--- config.mk ---
export PLATFORM = sky130hd
export DESIGN_NAME = png_header_dimension_parser_unit
export DESIGN_NICKNAME = d
export VERILOG_FILES = /design/src/pnghdr_pkg.sv /design/src/png_header_dimension_parser_unit.sv
export SDC_FILE = /design/constraint.sdc
export NUM_CORES = 1
export LEC_CHECK = 0
export BUFFER_PORTS_ARGS = -buffer_cell sky130_fd_sc_hd__buf_2
export CAP_MARGIN = 30
export CORE_UTILIZATION = 50
export CTS_BUF_LIST = sky130_fd_sc_hd__clkbuf_8
export DETAILED_ROUTE_END_ITERATION = 8
export GPL_TIMING_DRIVEN = 1
export PLACE_DENSITY = 0.66
export SETUP_SLACK_MARGIN = 0.1
export SLEW_MARGIN = 20
export SYNTH_ARGS = -nofsm -noshare
export SYNTH_HDL_FRONTEND = slang
export SYNTH_SLANG_ARGS = --single-unit
--- constraint.sdc ---
create_clock -name clk_i -period 12.1 [get_ports clk_i]
set_clock_uncertainty 0.1 [all_clocks]
set_input_delay 2.42 -clock clk_i [delete_from_list [all_inputs] [get_ports clk_i]]
set_output_delay 2.42 -clock clk_i [all_outputs]
set_load 0.05 [all_outputs]
--- src/pnghdr_pkg.sv ---
package pnghdr_pkg;

  typedef enum logic [2:0] {
    PH_SIG  = 3'd0,
    PH_LEN  = 3'd1,
    PH_TYPE = 3'd2,
    PH_IHDR = 3'd3,
    PH_SKIP = 3'd4,
    PH_DONE = 3'd5
  } phase_e;

  typedef logic [1:0] status_t;

  localparam status_t ST_OK        = 2'd0;
  localparam status_t ST_BAD_SIG   = 2'd1;
  localparam status_t ST_BAD_IHDR  = 2'd2;
  localparam status_t ST_NOT_FOUND = 2'd3;

  localparam logic [31:0] TYPE_IHDR = 32'h4948_4452;
  localparam logic [31:0] IHDR_LEN  = 32'd13;
  localparam logic [32:0] CRC_BYTES = 33'd4;
  localparam logic [3:0]  IHDR_LAST = 4'd12;
  localparam logic [3:0]  SIG_LAST  = 4'd7;
  localparam logic [3:0]  WORD_LAST = 4'd3;
  localparam logic [3:0]  WIDTH_END = 4'd4;
  localparam logic [3:0]  HEIGHT_END = 4'd8;

  localparam int OUT_TDATA_W = 104;

  function automatic logic [7:0] sig_byte(input logic [2:0] idx);
    logic [7:0] b;
    unique case (idx)
      3'd0: b = 8'd137;
      3'd1: b = 8'd80;
      3'd2: b = 8'd78;
      3'd3: b = 8'd71;
      3'd4: b = 8'd13;
      3'd5: b = 8'd10;
      3'd6: b = 8'd26;
      3'd7: b = 8'd10;
      default: b = 8'd0;
    endcase
    return b;
  endfunction

endpackage

--- src/png_header_dimension_parser_unit.sv ---
// PNG IHDR parser: takes a PNG file one byte per transaction, checks the
// 8-byte signature, walks chunks (big-endian length, type, skipping data
// and CRC of chunks other than IHDR) and extracts the raw width and height
// from IHDR. One result leaves on the byte marked tlast: status (0 ok,
// 1 bad signature, 2 invalid IHDR, 3 IHDR not found), width and height
// (zero unless ok) and the byte count of the file, saturated. The block
// takes one byte every cycle; per-byte work is a single pass from the
// parser state registers into the state and result registers. Only a byte
// marked tlast waits, and only while the previous result is still held in
// the output register and not taken in that cycle. After the last byte
// the parser is back in its reset state for the next file.
module png_header_dimension_parser_unit #(
  parameter int COUNT_BITS = 32
) (
  input  logic                                clk_i,
  input  logic                                rst_ni,
  input  logic                                s_axis_tvalid_i,
  output logic                                s_axis_tready_o,
  // [7:0] data_byte
  input  logic [7:0]                          s_axis_tdata_i,
  input  logic                                s_axis_tlast_i,
  output logic                                m_axis_tvalid_o,
  input  logic                                m_axis_tready_i,
  // [1:0] status, [33:2] width, [65:34] height, [97:66] stream_bytes,
  // [103:98] zero
  output logic [pnghdr_pkg::OUT_TDATA_W-1:0]  m_axis_tdata_o
);

  pnghdr_pkg::phase_e phase_q, phase_d;
  logic [3:0]              cnt_q, cnt_d;
  logic [31:0]             len_q, len_d;
  logic [31:0]             type_q, type_d;
  logic [32:0]             skip_q, skip_d;
  logic [31:0]             width_q, width_d;
  logic [31:0]             height_q, height_d;
  logic [COUNT_BITS-1:0]   total_q, total_d;
  pnghdr_pkg::status_t     fstat_q, fstat_d;

  logic                    out_valid_q;
  pnghdr_pkg::status_t     res_status_q, res_status;
  logic [31:0]             res_width_q, res_height_q, res_bytes_q, bytes_sat;

  logic in_accept;
  logic [32:0] skip_dec;

  assign s_axis_tready_o = !out_valid_q || m_axis_tready_i || !s_axis_tlast_i;
  assign in_accept = s_axis_tvalid_i && s_axis_tready_o;
  assign skip_dec  = skip_q - {32'd0, (skip_q != 33'd0)};

  // next phase
  always_comb begin
    phase_d = phase_q;
    unique case (phase_q)
      pnghdr_pkg::PH_SIG: begin
        if (s_axis_tdata_i != pnghdr_pkg::sig_byte(cnt_q[2:0])) begin
          phase_d = pnghdr_pkg::PH_DONE;
        end else if (cnt_q >= pnghdr_pkg::SIG_LAST) begin
          phase_d = pnghdr_pkg::PH_LEN;
        end
      end
      pnghdr_pkg::PH_LEN: begin
        if (cnt_q >= pnghdr_pkg::WORD_LAST) phase_d = pnghdr_pkg::PH_TYPE;
      end
      pnghdr_pkg::PH_TYPE: begin
        if (cnt_q >= pnghdr_pkg::WORD_LAST) begin
          if (type_d != pnghdr_pkg::TYPE_IHDR) begin
            phase_d = pnghdr_pkg::PH_SKIP;
          end else if (len_q != pnghdr_pkg::IHDR_LEN) begin
            phase_d = pnghdr_pkg::PH_DONE;
          end else begin
            phase_d = pnghdr_pkg::PH_IHDR;
          end
        end
      end
      pnghdr_pkg::PH_IHDR: begin
        if (cnt_q >= pnghdr_pkg::IHDR_LAST) phase_d = pnghdr_pkg::PH_DONE;
      end
      pnghdr_pkg::PH_SKIP: begin
        if (skip_dec == 33'd0) phase_d = pnghdr_pkg::PH_LEN;
      end
      pnghdr_pkg::PH_DONE: phase_d = pnghdr_pkg::PH_DONE;
      default: phase_d = pnghdr_pkg::PH_SIG;
    endcase
  end

  // field datapath
  always_comb begin
    cnt_d    = cnt_q;
    len_d    = len_q;
    type_d   = type_q;
    skip_d   = skip_q;
    width_d  = width_q;
    height_d = height_q;
    fstat_d  = fstat_q;
    total_d  = (&total_q) ? total_q : total_q + {{(COUNT_BITS-1){1'b0}}, 1'b1};
    unique case (phase_q)
      pnghdr_pkg::PH_SIG: begin
        if (s_axis_tdata_i != pnghdr_pkg::sig_byte(cnt_q[2:0])) begin
          fstat_d = pnghdr_pkg::ST_BAD_SIG;
        end else if (cnt_q >= pnghdr_pkg::SIG_LAST) begin
          cnt_d = 4'd0;
        end else begin
          cnt_d = cnt_q + 4'd1;
        end
      end
      pnghdr_pkg::PH_LEN: begin
        len_d = {len_q[23:0], s_axis_tdata_i};
        cnt_d = (cnt_q >= pnghdr_pkg::WORD_LAST) ? 4'd0 : cnt_q + 4'd1;
      end
      pnghdr_pkg::PH_TYPE: begin
        type_d = {type_q[23:0], s_axis_tdata_i};
        cnt_d  = (cnt_q >= pnghdr_pkg::WORD_LAST) ? 4'd0 : cnt_q + 4'd1;
        if (cnt_q >= pnghdr_pkg::WORD_LAST) begin
          if (type_d != pnghdr_pkg::TYPE_IHDR) begin
            skip_d = {1'b0, len_q} + pnghdr_pkg::CRC_BYTES;
          end else if (len_q != pnghdr_pkg::IHDR_LEN) begin
            fstat_d = pnghdr_pkg::ST_BAD_IHDR;
          end
        end
      end
      pnghdr_pkg::PH_IHDR: begin
        if (cnt_q < pnghdr_pkg::WIDTH_END) begin
          width_d = {width_q[23:0], s_axis_tdata_i};
        end else if (cnt_q < pnghdr_pkg::HEIGHT_END) begin
          height_d = {height_q[23:0], s_axis_tdata_i};
        end
        if (cnt_q >= pnghdr_pkg::IHDR_LAST) begin
          fstat_d = pnghdr_pkg::ST_OK;
        end else begin
          cnt_d = cnt_q + 4'd1;
        end
      end
      pnghdr_pkg::PH_SKIP: begin
        skip_d = skip_dec;
        if (skip_dec == 33'd0) cnt_d = 4'd0;
      end
      default: ;
    endcase
  end

  // result of a file that ends on this byte
  always_comb begin
    unique case (phase_d)
      pnghdr_pkg::PH_SIG:  res_status = pnghdr_pkg::ST_BAD_SIG;
      pnghdr_pkg::PH_IHDR: res_status = pnghdr_pkg::ST_BAD_IHDR;
      pnghdr_pkg::PH_DONE: res_status = fstat_d;
      default:             res_status = pnghdr_pkg::ST_NOT_FOUND;
    endcase
  end

  generate
    if (COUNT_BITS > 32) begin : g_sat_wide
      assign bytes_sat = (|total_d[COUNT_BITS-1:32]) ? 32'hFFFF_FFFF : total_d[31:0];
    end else if (COUNT_BITS == 32) begin : g_sat_eq
      assign bytes_sat = total_d;
    end else begin : g_sat_narrow
      assign bytes_sat = {{(32-COUNT_BITS){1'b0}}, total_d};
    end
  endgenerate

  always_ff @(posedge clk_i or negedge rst_ni) begin
    if (!rst_ni) begin
      phase_q  <= pnghdr_pkg::PH_SIG;
      cnt_q    <= 4'd0;
      len_q    <= 32'd0;
      type_q   <= 32'd0;
      skip_q   <= 33'd0;
      width_q  <= 32'd0;
      height_q <= 32'd0;
      total_q  <= '0;
      fstat_q  <= pnghdr_pkg::ST_NOT_FOUND;
    end else if (in_accept) begin
      if (s_axis_tlast_i) begin
        // file done: return to reset state
        phase_q  <= pnghdr_pkg::PH_SIG;
        cnt_q    <= 4'd0;
        len_q    <= 32'd0;
        type_q   <= 32'd0;
        skip_q   <= 33'd0;
        width_q  <= 32'd0;
        height_q <= 32'd0;
        total_q  <= '0;
        fstat_q  <= pnghdr_pkg::ST_NOT_FOUND;
      end else begin
        phase_q  <= phase_d;
        cnt_q    <= cnt_d;
        len_q    <= len_d;
        type_q   <= type_d;
        skip_q   <= skip_d;
        width_q  <= width_d;
        height_q <= height_d;
        total_q  <= total_d;
        fstat_q  <= fstat_d;
      end
    end
  end

  always_ff @(posedge clk_i or negedge rst_ni) begin
    if (!rst_ni) begin
      out_valid_q <= 1'b0;
    end else if (in_accept && s_axis_tlast_i) begin
      out_valid_q <= 1'b1;
    end else if (m_axis_tready_i) begin
      out_valid_q <= 1'b0;
    end
  end

  always_ff @(posedge clk_i) begin
    if (in_accept && s_axis_tlast_i) begin
      res_status_q <= res_status;
      res_width_q  <= (res_status == pnghdr_pkg::ST_OK) ? width_d : 32'd0;
      res_height_q <= (res_status == pnghdr_pkg::ST_OK) ? height_d : 32'd0;
      res_bytes_q  <= bytes_sat;
    end
  end

  assign m_axis_tvalid_o = out_valid_q;
  assign m_axis_tdata_o  = {6'd0, res_bytes_q, res_height_q, res_width_q, res_status_q};

endmodule
==> run_summary.xml, run 1 <==
<?xml version="1.0" encoding="UTF-8"?>
<metrics>
  <group name="critical_path">
    <metric name="critical_path_start_type" unit="">input port</metric>
    <metric name="regToRegEndpoint" unit="">cnt_q[3]</metric>
    <metric name="crit_fanout" unit="">38</metric>
    <metric name="startpoint" unit="">s_axis_tlast_i</metric>
    <metric name="timing.critical_path.to" unit="">s_axis_tready_o</metric>
    <metric name="worst-endpoint-required" unit="ns">9.58</metric>
    <metric name="r2r_start" unit="">skip_q[20]</metric>
    <metric name="critPathKind" unit="">input port to output port</metric>
    <metric name="arrival" unit="ns">4.02</metric>
    <metric name="critPathCaptureType" unit="">output port</metric>
    <metric name="setup.reg_to_reg.worst_slack" unit="ns">7.07</metric>
    <metric name="r2r.worst_path.cells" unit="">14</metric>
  </group>
  <group name="finish">
    <metric name="num_antenna_cells" unit="">0</metric>
    <metric name="final_core_util" unit="%">58.0</metric>
    <metric name="most-common-layout-cells" unit="">dfrtp_1, nor2_1, a22o_1, buf_2, edfxtp_1</metric>
    <metric name="final_common_cell" unit="">dfrtp_1</metric>
    <metric name="layout.nets" unit="">1499</metric>
    <metric name="syn_to_final_growth" unit="%">12.9</metric>
    <metric name="drive_above_1_share" unit="%">15.7</metric>
  </group>
  <group name="floorplan">
    <metric name="fp.dieArea" unit="um2">30500</metric>
    <metric name="die_w" unit="um">175</metric>
    <metric name="initial_core_util" unit="%">51.3</metric>
    <metric name="die_height" unit="um">175</metric>
    <metric name="placementRows" unit="">62</metric>
    <metric name="fp.coreArea" unit="um2">29000</metric>
    <metric name="pin_count" unit="">119</metric>
  </group>
  <group name="cts">
    <metric name="cts_max_level" unit="">2</metric>
    <metric name="cts_made_buffers" unit="">51</metric>
    <metric name="path_clk_slew" unit="ns">0.06</metric>
    <metric name="postCtsResizedCells" unit="">0</metric>
    <metric name="clk_path_buf_depth" unit="">3</metric>
    <metric name="clock_sinks" unit="">301</metric>
    <metric name="cts_setup_buffers" unit="">0</metric>
    <metric name="tritoncts" unit="">done</metric>
    <metric name="cts_root_buf" unit="">clkbuf_8</metric>
    <metric name="clk_latency" unit="ns">0.60</metric>
    <metric name="ctsHoldBuffers" unit="">0</metric>
  </group>
  <group name="drt">
    <metric name="ant_nets" unit="">0</metric>
    <metric name="drt-wirelength-per-cell" unit="um">18.7</metric>
    <metric name="drc" unit="">0</metric>
    <metric name="detailedRoute.firstPassIterationCount" unit="">5</metric>
    <metric name="routed_wl" unit="um">35600</metric>
    <metric name="viasPerCell" unit="">5.91</metric>
    <metric name="total_number_of_vias" unit="">11249</metric>
    <metric name="detail_route.iter0.violations" unit="">980</metric>
  </group>
  <group name="synthesis">
    <metric name="synth_enable_flop_cells" unit="">98</metric>
    <metric name="yosys.cell_types.count" unit="">71</metric>
    <metric name="yosys_warnings" unit="">0</metric>
    <metric name="synth_seq_cells" unit="">301</metric>
    <metric name="sequential_cell_area_fraction_in_the_yosys_report" unit="%">53.9</metric>
    <metric name="synthCells" unit="">1398</metric>
    <metric name="synthesis.area_per_instance" unit="um2">10.7</metric>
    <metric name="synth_flop_cell" unit="">dfrtp_1</metric>
    <metric name="async_flop_share" unit="%">67.4</metric>
    <metric name="post_synth_instance_area" unit="um2">14900</metric>
  </group>
  <group name="sta">
    <metric name="tns" unit="ns">0</metric>
    <metric name="final_period_minus_worst_setup_slack" unit="ns">6.54</metric>
    <metric name="worst_slew_pin_slew" unit="ns">0.977</metric>
    <metric name="slew-limit-headroom" unit="%">34.6</metric>
    <metric name="setup_violations" unit="">0</metric>
    <metric name="drv_slew" unit="">0</metric>
    <metric name="grt_setup_unrepaired" unit="">no</metric>
    <metric name="post-route-period-util" unit="%">54.1</metric>
    <metric name="finalHoldViolCount" unit="">0</metric>
    <metric name="fmaxAchievable" unit="MHz">153</metric>
  </group>
  <group name="pwr">
    <metric name="vdd_ir_drop_max" unit="mV">0.170</metric>
    <metric name="power_density" unit="nW/um2">223</metric>
    <metric name="p_leak" unit="nW">7.16</metric>
  </group>
  <group name="min_path">
    <metric name="hp-class" unit="">flip-flop to flip-flop</metric>
  </group>
  <group name="outcome">
    <metric name="outcome" unit="">finished clean</metric>
  </group>
  <group name="global_routing">
    <metric name="antenna_found_initial" unit="">1</metric>
    <metric name="global_route_wire_length_before_repair" unit="um">57700</metric>
    <metric name="grt_max_degree" unit="">73</metric>
    <metric name="globalRouteOverflowTotal" unit="">0</metric>
    <metric name="first_global_vias" unit="">10575</metric>
    <metric name="total_routing_usage_gr" unit="%">23.5</metric>
  </group>
  <group name="placed_design">
    <metric name="dp_hpwl" unit="um">23400</metric>
    <metric name="gpl.final_weighted_congestion" unit="">0.901</metric>
    <metric name="port_buffers" unit="">112</metric>
  </group>
  <group name="run">
    <metric name="max_cap_violations" unit="">0</metric>
  </group>
</metrics>
## cell type report
cell class	instances	area, um2
tap	384	480
clock buffer	59	812
multi-input combinational	968	6400
timing repair buffer	135	802
inverter	21	81.3
clock inverter	35	218
fill	2489	12200
sequential	301	8030
## sequential cells by signal, summed over array words and instances (netlist names)
register,count
res_width_q,32
cnt_q,4
type_q,32
res_bytes_q,32
res_status_q,2
res_height_q,32
skip_q,33
height_q,32
total_q,32
width_q,32
fstat_q,2
m_axis_tvalid_o,1
phase_q,3
len_q,32
## metal layers
layer | GRT usage, % | part of all wire (%) | routed length (um)
met5 | 0 | 0 | 0
met4 | 6.56 | 1.6 | 577
met3 | 3.13 | 4.9 | 1740
met2 | 37.1 | 46 | 16600
met1 | 33.9 | 47 | 16800
## worst max-delay path, cell delays in order
cell and delay [ns]:
buf_2 0.08, buf_4 0.37, clkinv_1 0.39, or3_1 0.51
buf_2 0.24
## how the worst min path moves through the flow
| stage | slack (ns) | start | to | depth (start not counted) |
|---|---|---|---|---|
| 2_1_floorplan | 0.34 | width_q[31] | width_q[31] | 2 |
| 4_1_cts | 0.38 | width_q[31] | width_q[31] | 2 |
| 3_5_place_dp | 0.37 | width_q[31] | width_q[31] | 2 |
| 3_3_place_gp | 0.36 | width_q[31] | width_q[31] | 2 |
| 5_1_grt | 0.40 | width_q[31] | width_q[31] | 2 |
| 6_report | 0.37 | width_q[31] | width_q[31] | 2 |
## kinds of logic after synthesis
kind of cell | Yosys count | synth area share [%]
other | 1 | 0.0252
flip-flops | 301 | 53.9
XOR/XNOR | 74 | 4.35
multiplexers | 78 | 5.25
AO/OA/AOI/OAI | 337 | 16.0
adder cells (fa/ha/maj) | 8 | 0.672
buffers and inverters | 134 | 3.62
AND/OR/NAND/NOR | 465 | 16.1
## per-stage QoR
stage	instances	power (mW)	instance area [um2]	hold WS (ns)	setup slack, ns
floorplan	1403	2.44	14900	0.342	5.99
global placement	1804	2.79	15700	0.356	5.57
detailed placement	1807	2.81	15700	0.366	5.53
CTS	1901	3.73	16800	0.379	5.52
global route	1903	3.97	16800	0.403	5.46
finish	1903	3.75	16800	0.374	5.56
## power breakdown
group          total (mW)  switching [mW]  internal (mW)
sequential           1.28           0.141           1.14
combinational        1.56           0.973          0.588
clock               0.901           0.410          0.490
total                3.75            1.52           2.22
## cell usage after synthesis (5+ instances only)
| master | n | area share (%) |
|---|---|---|
| a31oi_1 | 11 | 0.46 |
| inv_1 | 20 | 0.50 |
| nor2b_1 | 12 | 0.50 |
| nor4_1 | 22 | 0.92 |
| nand2_1 | 96 | 2.4 |
| and3_1 | 11 | 0.46 |
| and2_1 | 7 | 0.29 |
| buf_1 | 6 | 0.15 |
| buf_4 | 6 | 0.30 |
| nand3_1 | 37 | 1.2 |
| and4_1 | 11 | 0.65 |
| dfrtp_1 | 201 | 34 |
| mux2i_1 | 77 | 5.2 |
| nor3_1 | 34 | 1.1 |
| edfxtp_1 | 98 | 20 |
| a21oi_1 | 46 | 1.5 |
| a32o_1 | 6 | 0.40 |
| nor2_1 | 139 | 3.5 |
| nor4b_1 | 11 | 0.65 |
| ha_1 | 8 | 0.67 |
| nor4bb_1 | 5 | 0.34 |
| o22ai_1 | 8 | 0.34 |
| xnor2_1 | 41 | 2.4 |
| buf_2 | 11 | 0.37 |
| or3_1 | 12 | 0.50 |
| o21ai_0 | 86 | 2.9 |
| clkbuf_1 | 90 | 2.3 |
| nor3b_1 | 12 | 0.61 |
| a22o_1 | 137 | 8.1 |
| xor2_1 | 33 | 1.9 |
| nand4_1 | 28 | 1.2 |
(Power assumes the default switching activity.)
==> run 2, diff against run 1 <==
==> constraint.sdc (replaced) <==
create_clock -name clk_i -period 6.38 [get_ports clk_i]
set_clock_uncertainty 0.1 [all_clocks]
set_input_delay 1.276 -clock clk_i [delete_from_list [all_inputs] [get_ports clk_i]]
set_output_delay 1.276 -clock clk_i [all_outputs]
set_load 0.05 [all_outputs]
==> run 2 against run 1 <==
Against the previous run:
- register-to-register slack lost 5.5 ns
- sequential share of layout area decreased by 0.092 points
- count of clock-buffer cells in the layout rose by 3
- critical path depth up 9
- critical endpoint is now cnt_q[3]
- largest cell class unchanged
==> run_summary.xml, run 2 (synthesized netlist as in run 1, its figures left out) <==
<?xml version="1.0" encoding="UTF-8"?>
<metrics>
  <group name="sta">
    <metric name="worst_slew_pin_slew" unit="ns">0.880</metric>
    <metric name="fmaxAchievable" unit="MHz">206</metric>
    <metric name="slew-limit-headroom" unit="%">41.4</metric>
    <metric name="finalHoldViolCount" unit="">0</metric>
    <metric name="grt_setup_unrepaired" unit="">no</metric>
    <metric name="setup_violations" unit="">0</metric>
    <metric name="drv_slew" unit="">0</metric>
    <metric name="tns" unit="ns">0</metric>
    <metric name="final_period_minus_worst_setup_slack" unit="ns">4.85</metric>
    <metric name="post-route-period-util" unit="%">76.0</metric>
  </group>
  <group name="drt">
    <metric name="viasPerCell" unit="">5.96</metric>
    <metric name="ant_nets" unit="">0</metric>
    <metric name="detailedRoute.firstPassIterationCount" unit="">5</metric>
    <metric name="detail_route.iter0.violations" unit="">931</metric>
    <metric name="routed_wl" unit="um">36300</metric>
    <metric name="drc" unit="">0</metric>
    <metric name="drt-wirelength-per-cell" unit="um">19.0</metric>
    <metric name="total_number_of_vias" unit="">11350</metric>
  </group>
  <group name="floorplan">
    <metric name="fp.coreArea" unit="um2">29000</metric>
    <metric name="pin_count" unit="">119</metric>
    <metric name="initial_core_util" unit="%">51.3</metric>
    <metric name="die_w" unit="um">175</metric>
    <metric name="die_height" unit="um">175</metric>
    <metric name="placementRows" unit="">62</metric>
    <metric name="fp.dieArea" unit="um2">30500</metric>
  </group>
  <group name="cts">
    <metric name="tritoncts" unit="">done</metric>
    <metric name="ctsHoldBuffers" unit="">0</metric>
    <metric name="cts_setup_buffers" unit="">0</metric>
    <metric name="clk_latency" unit="ns">0.59</metric>
    <metric name="cts_root_buf" unit="">clkbuf_8</metric>
    <metric name="postCtsResizedCells" unit="">0</metric>
    <metric name="clk_path_buf_depth" unit="">3</metric>
    <metric name="cts_made_buffers" unit="">51</metric>
    <metric name="path_clk_slew" unit="ns">0.06</metric>
    <metric name="clock_sinks" unit="">301</metric>
    <metric name="cts_max_level" unit="">2</metric>
  </group>
  <group name="pwr">
    <metric name="power_density" unit="nW/um2">428</metric>
    <metric name="p_comb_share" unit="%">41.0</metric>
    <metric name="internal-power" unit="mW">4.29</metric>
    <metric name="power.total" unit="mW">7.20</metric>
    <metric name="netSwitchingPower" unit="mW">2.91</metric>
    <metric name="power_switching_share" unit="%">40.5</metric>
    <metric name="fraction_of_power_consumed_by_the_clock_network" unit="%">25.2</metric>
    <metric name="pwr-share-seq" unit="%">33.8</metric>
    <metric name="p_leak" unit="nW">7.21</metric>
    <metric name="vdd_ir_drop_max" unit="mV">0.335</metric>
  </group>
  <group name="finish">
    <metric name="registers.top_by_ff_count" unit="">skip_q</metric>
    <metric name="number_of_flip_flops_in_the_largest_register" unit="">33</metric>
    <metric name="final_common_cell" unit="">dfrtp_1</metric>
    <metric name="filler_cell_count" unit="">2503</metric>
    <metric name="drive_above_1_share" unit="%">15.8</metric>
    <metric name="most-common-layout-cells" unit="">dfrtp_1, nor2_1, a22o_1, buf_2, edfxtp_1</metric>
    <metric name="syn_to_final_growth" unit="%">13.2</metric>
    <metric name="layout.nets" unit="">1498</metric>
  </group>
  <group name="placed_design">
    <metric name="port_buffers" unit="">112</metric>
    <metric name="gpl.final_weighted_congestion" unit="">0.867</metric>
    <metric name="dp_hpwl" unit="um">23600</metric>
  </group>
  <group name="global_routing">
    <metric name="grt_max_degree" unit="">143</metric>
    <metric name="antenna_found_initial" unit="">1</metric>
    <metric name="global_route_wire_length_before_repair" unit="um">58600</metric>
    <metric name="total_routing_usage_gr" unit="%">23.9</metric>
    <metric name="first_global_vias" unit="">10710</metric>
    <metric name="globalRouteOverflowTotal" unit="">0</metric>
  </group>
  <group name="critical_path">
    <metric name="setup.reg_to_reg.worst_slack" unit="ns">1.53</metric>
    <metric name="critPathKind" unit="">flip-flop to flip-flop</metric>
    <metric name="regToRegEndpoint" unit="">cnt_q[3]</metric>
    <metric name="critPathCaptureType" unit="">flip-flop</metric>
    <metric name="critical_path_start_type" unit="">flip-flop</metric>
    <metric name="crit_fanout" unit="">10</metric>
    <metric name="r2r.worst_path.cells" unit="">14</metric>
    <metric name="r2r_start" unit="">skip_q[20]</metric>
    <metric name="worst-endpoint-required" unit="ns">6.75</metric>
    <metric name="arrival" unit="ns">5.21</metric>
  </group>
  <group name="min_path">
    <metric name="min_delay_worst_endpoint" unit="">width_q[31]</metric>
    <metric name="hold-path-cell-count" unit="">2</metric>
    <metric name="hp-class" unit="">flip-flop to flip-flop</metric>
    <metric name="min-delay-start" unit="">width_q[31]</metric>
  </group>
  <group name="run">
    <metric name="max_cap_violations" unit="">0</metric>
  </group>
  <group name="outcome">
    <metric name="outcome" unit="">finished clean</metric>
  </group>
</metrics>
## run 2: cell types whose count changed in the layout (fill, tap and decap cells not counted), sizes merged
cell	previous run	this run
clkbuf	60	63
clkinvlp	1	0
buf	134	133
clkinv	22	13
inv	31	39
diode	0	1
bufinv	2	3
## run 2: how the worst max path moves through the flow
stage                   startpoint  endpoint  depth (start not counted)
finish                  skip_q[20]  cnt_q[3]                         14
CTS                     skip_q[20]  cnt_q[3]                         14
global placement        skip_q[20]  cnt_q[3]                         14
floorplan           s_axis_tlast_i  cnt_q[2]                          8
detailed placement      skip_q[20]  cnt_q[3]                         14
global route            skip_q[20]  cnt_q[3]                         14
## run 2: power by group through the flow
| stage | Combinational [mW] | Sequential (mW) | Clock, mW |
|---|---|---|---|
| after floorplan | 2.20 | 2.43 | 0 |
| after global placement | 2.90 | 2.46 | 0 |
| after detailed placement | 2.90 | 2.46 | 0 |
| after CTS | 2.92 | 2.43 | 1.85 |
| after global routing | 3.27 | 2.46 | 1.94 |
| final | 2.95 | 2.44 | 1.82 |
## run 2: metrics by stage
stage | instance area [um2] | cells | util [%] | setup WS, ns | hold WS [ns]
floorplan | 14900 | 1403 | - | 1.42 | 0.342
global placement | 15700 | 1805 | 54.1 | 1.73 | 0.359
detailed placement | 15700 | 1807 | 54.3 | 1.59 | 0.366
CTS | 16800 | 1903 | 58.0 | 1.59 | 0.380
global route | 16800 | 1905 | 58.1 | 1.25 | 0.411
finish | 16800 | 1905 | 58.1 | 1.53 | 0.376
## run 2: critical path, stage by stage (launching register included)
cell and delay, ns:
dfrtp_1 0.43, or4_4 0.58, nor4_1 0.50, nand4_1 0.19
or3_1 0.42, ha_1 0.24, ha_1 0.33, nor4b_1 0.20
nand4_1 0.34, a2bb2oi_1 0.20, o2111ai_1 0.12, nor3_1 0.28
nand4b_2 0.21, and4_1 0.24, or3_1 0.34
## run 2: metal layers
layer	part of all wire [%]	up-vias	global-route usage, %
met2	45	335	36.0
li1	-	5344	-
met5	0	-	0
met3	5.8	73	4.35
met4	2.4	0	7.75
met1	47	5598	34.9
## run 2: cell type report
class	instances	area, um2	share of cell area (%)
sequential	301	8030	47.6
multi-input combinational	968	6390	37.9
clock buffer	62	853	5.06
timing repair buffer	134	778	4.62
tap	384	480	2.85
clock inverter	34	235	1.40
inverter	21	81.3	0.483
antenna	1	2.50	0.0149
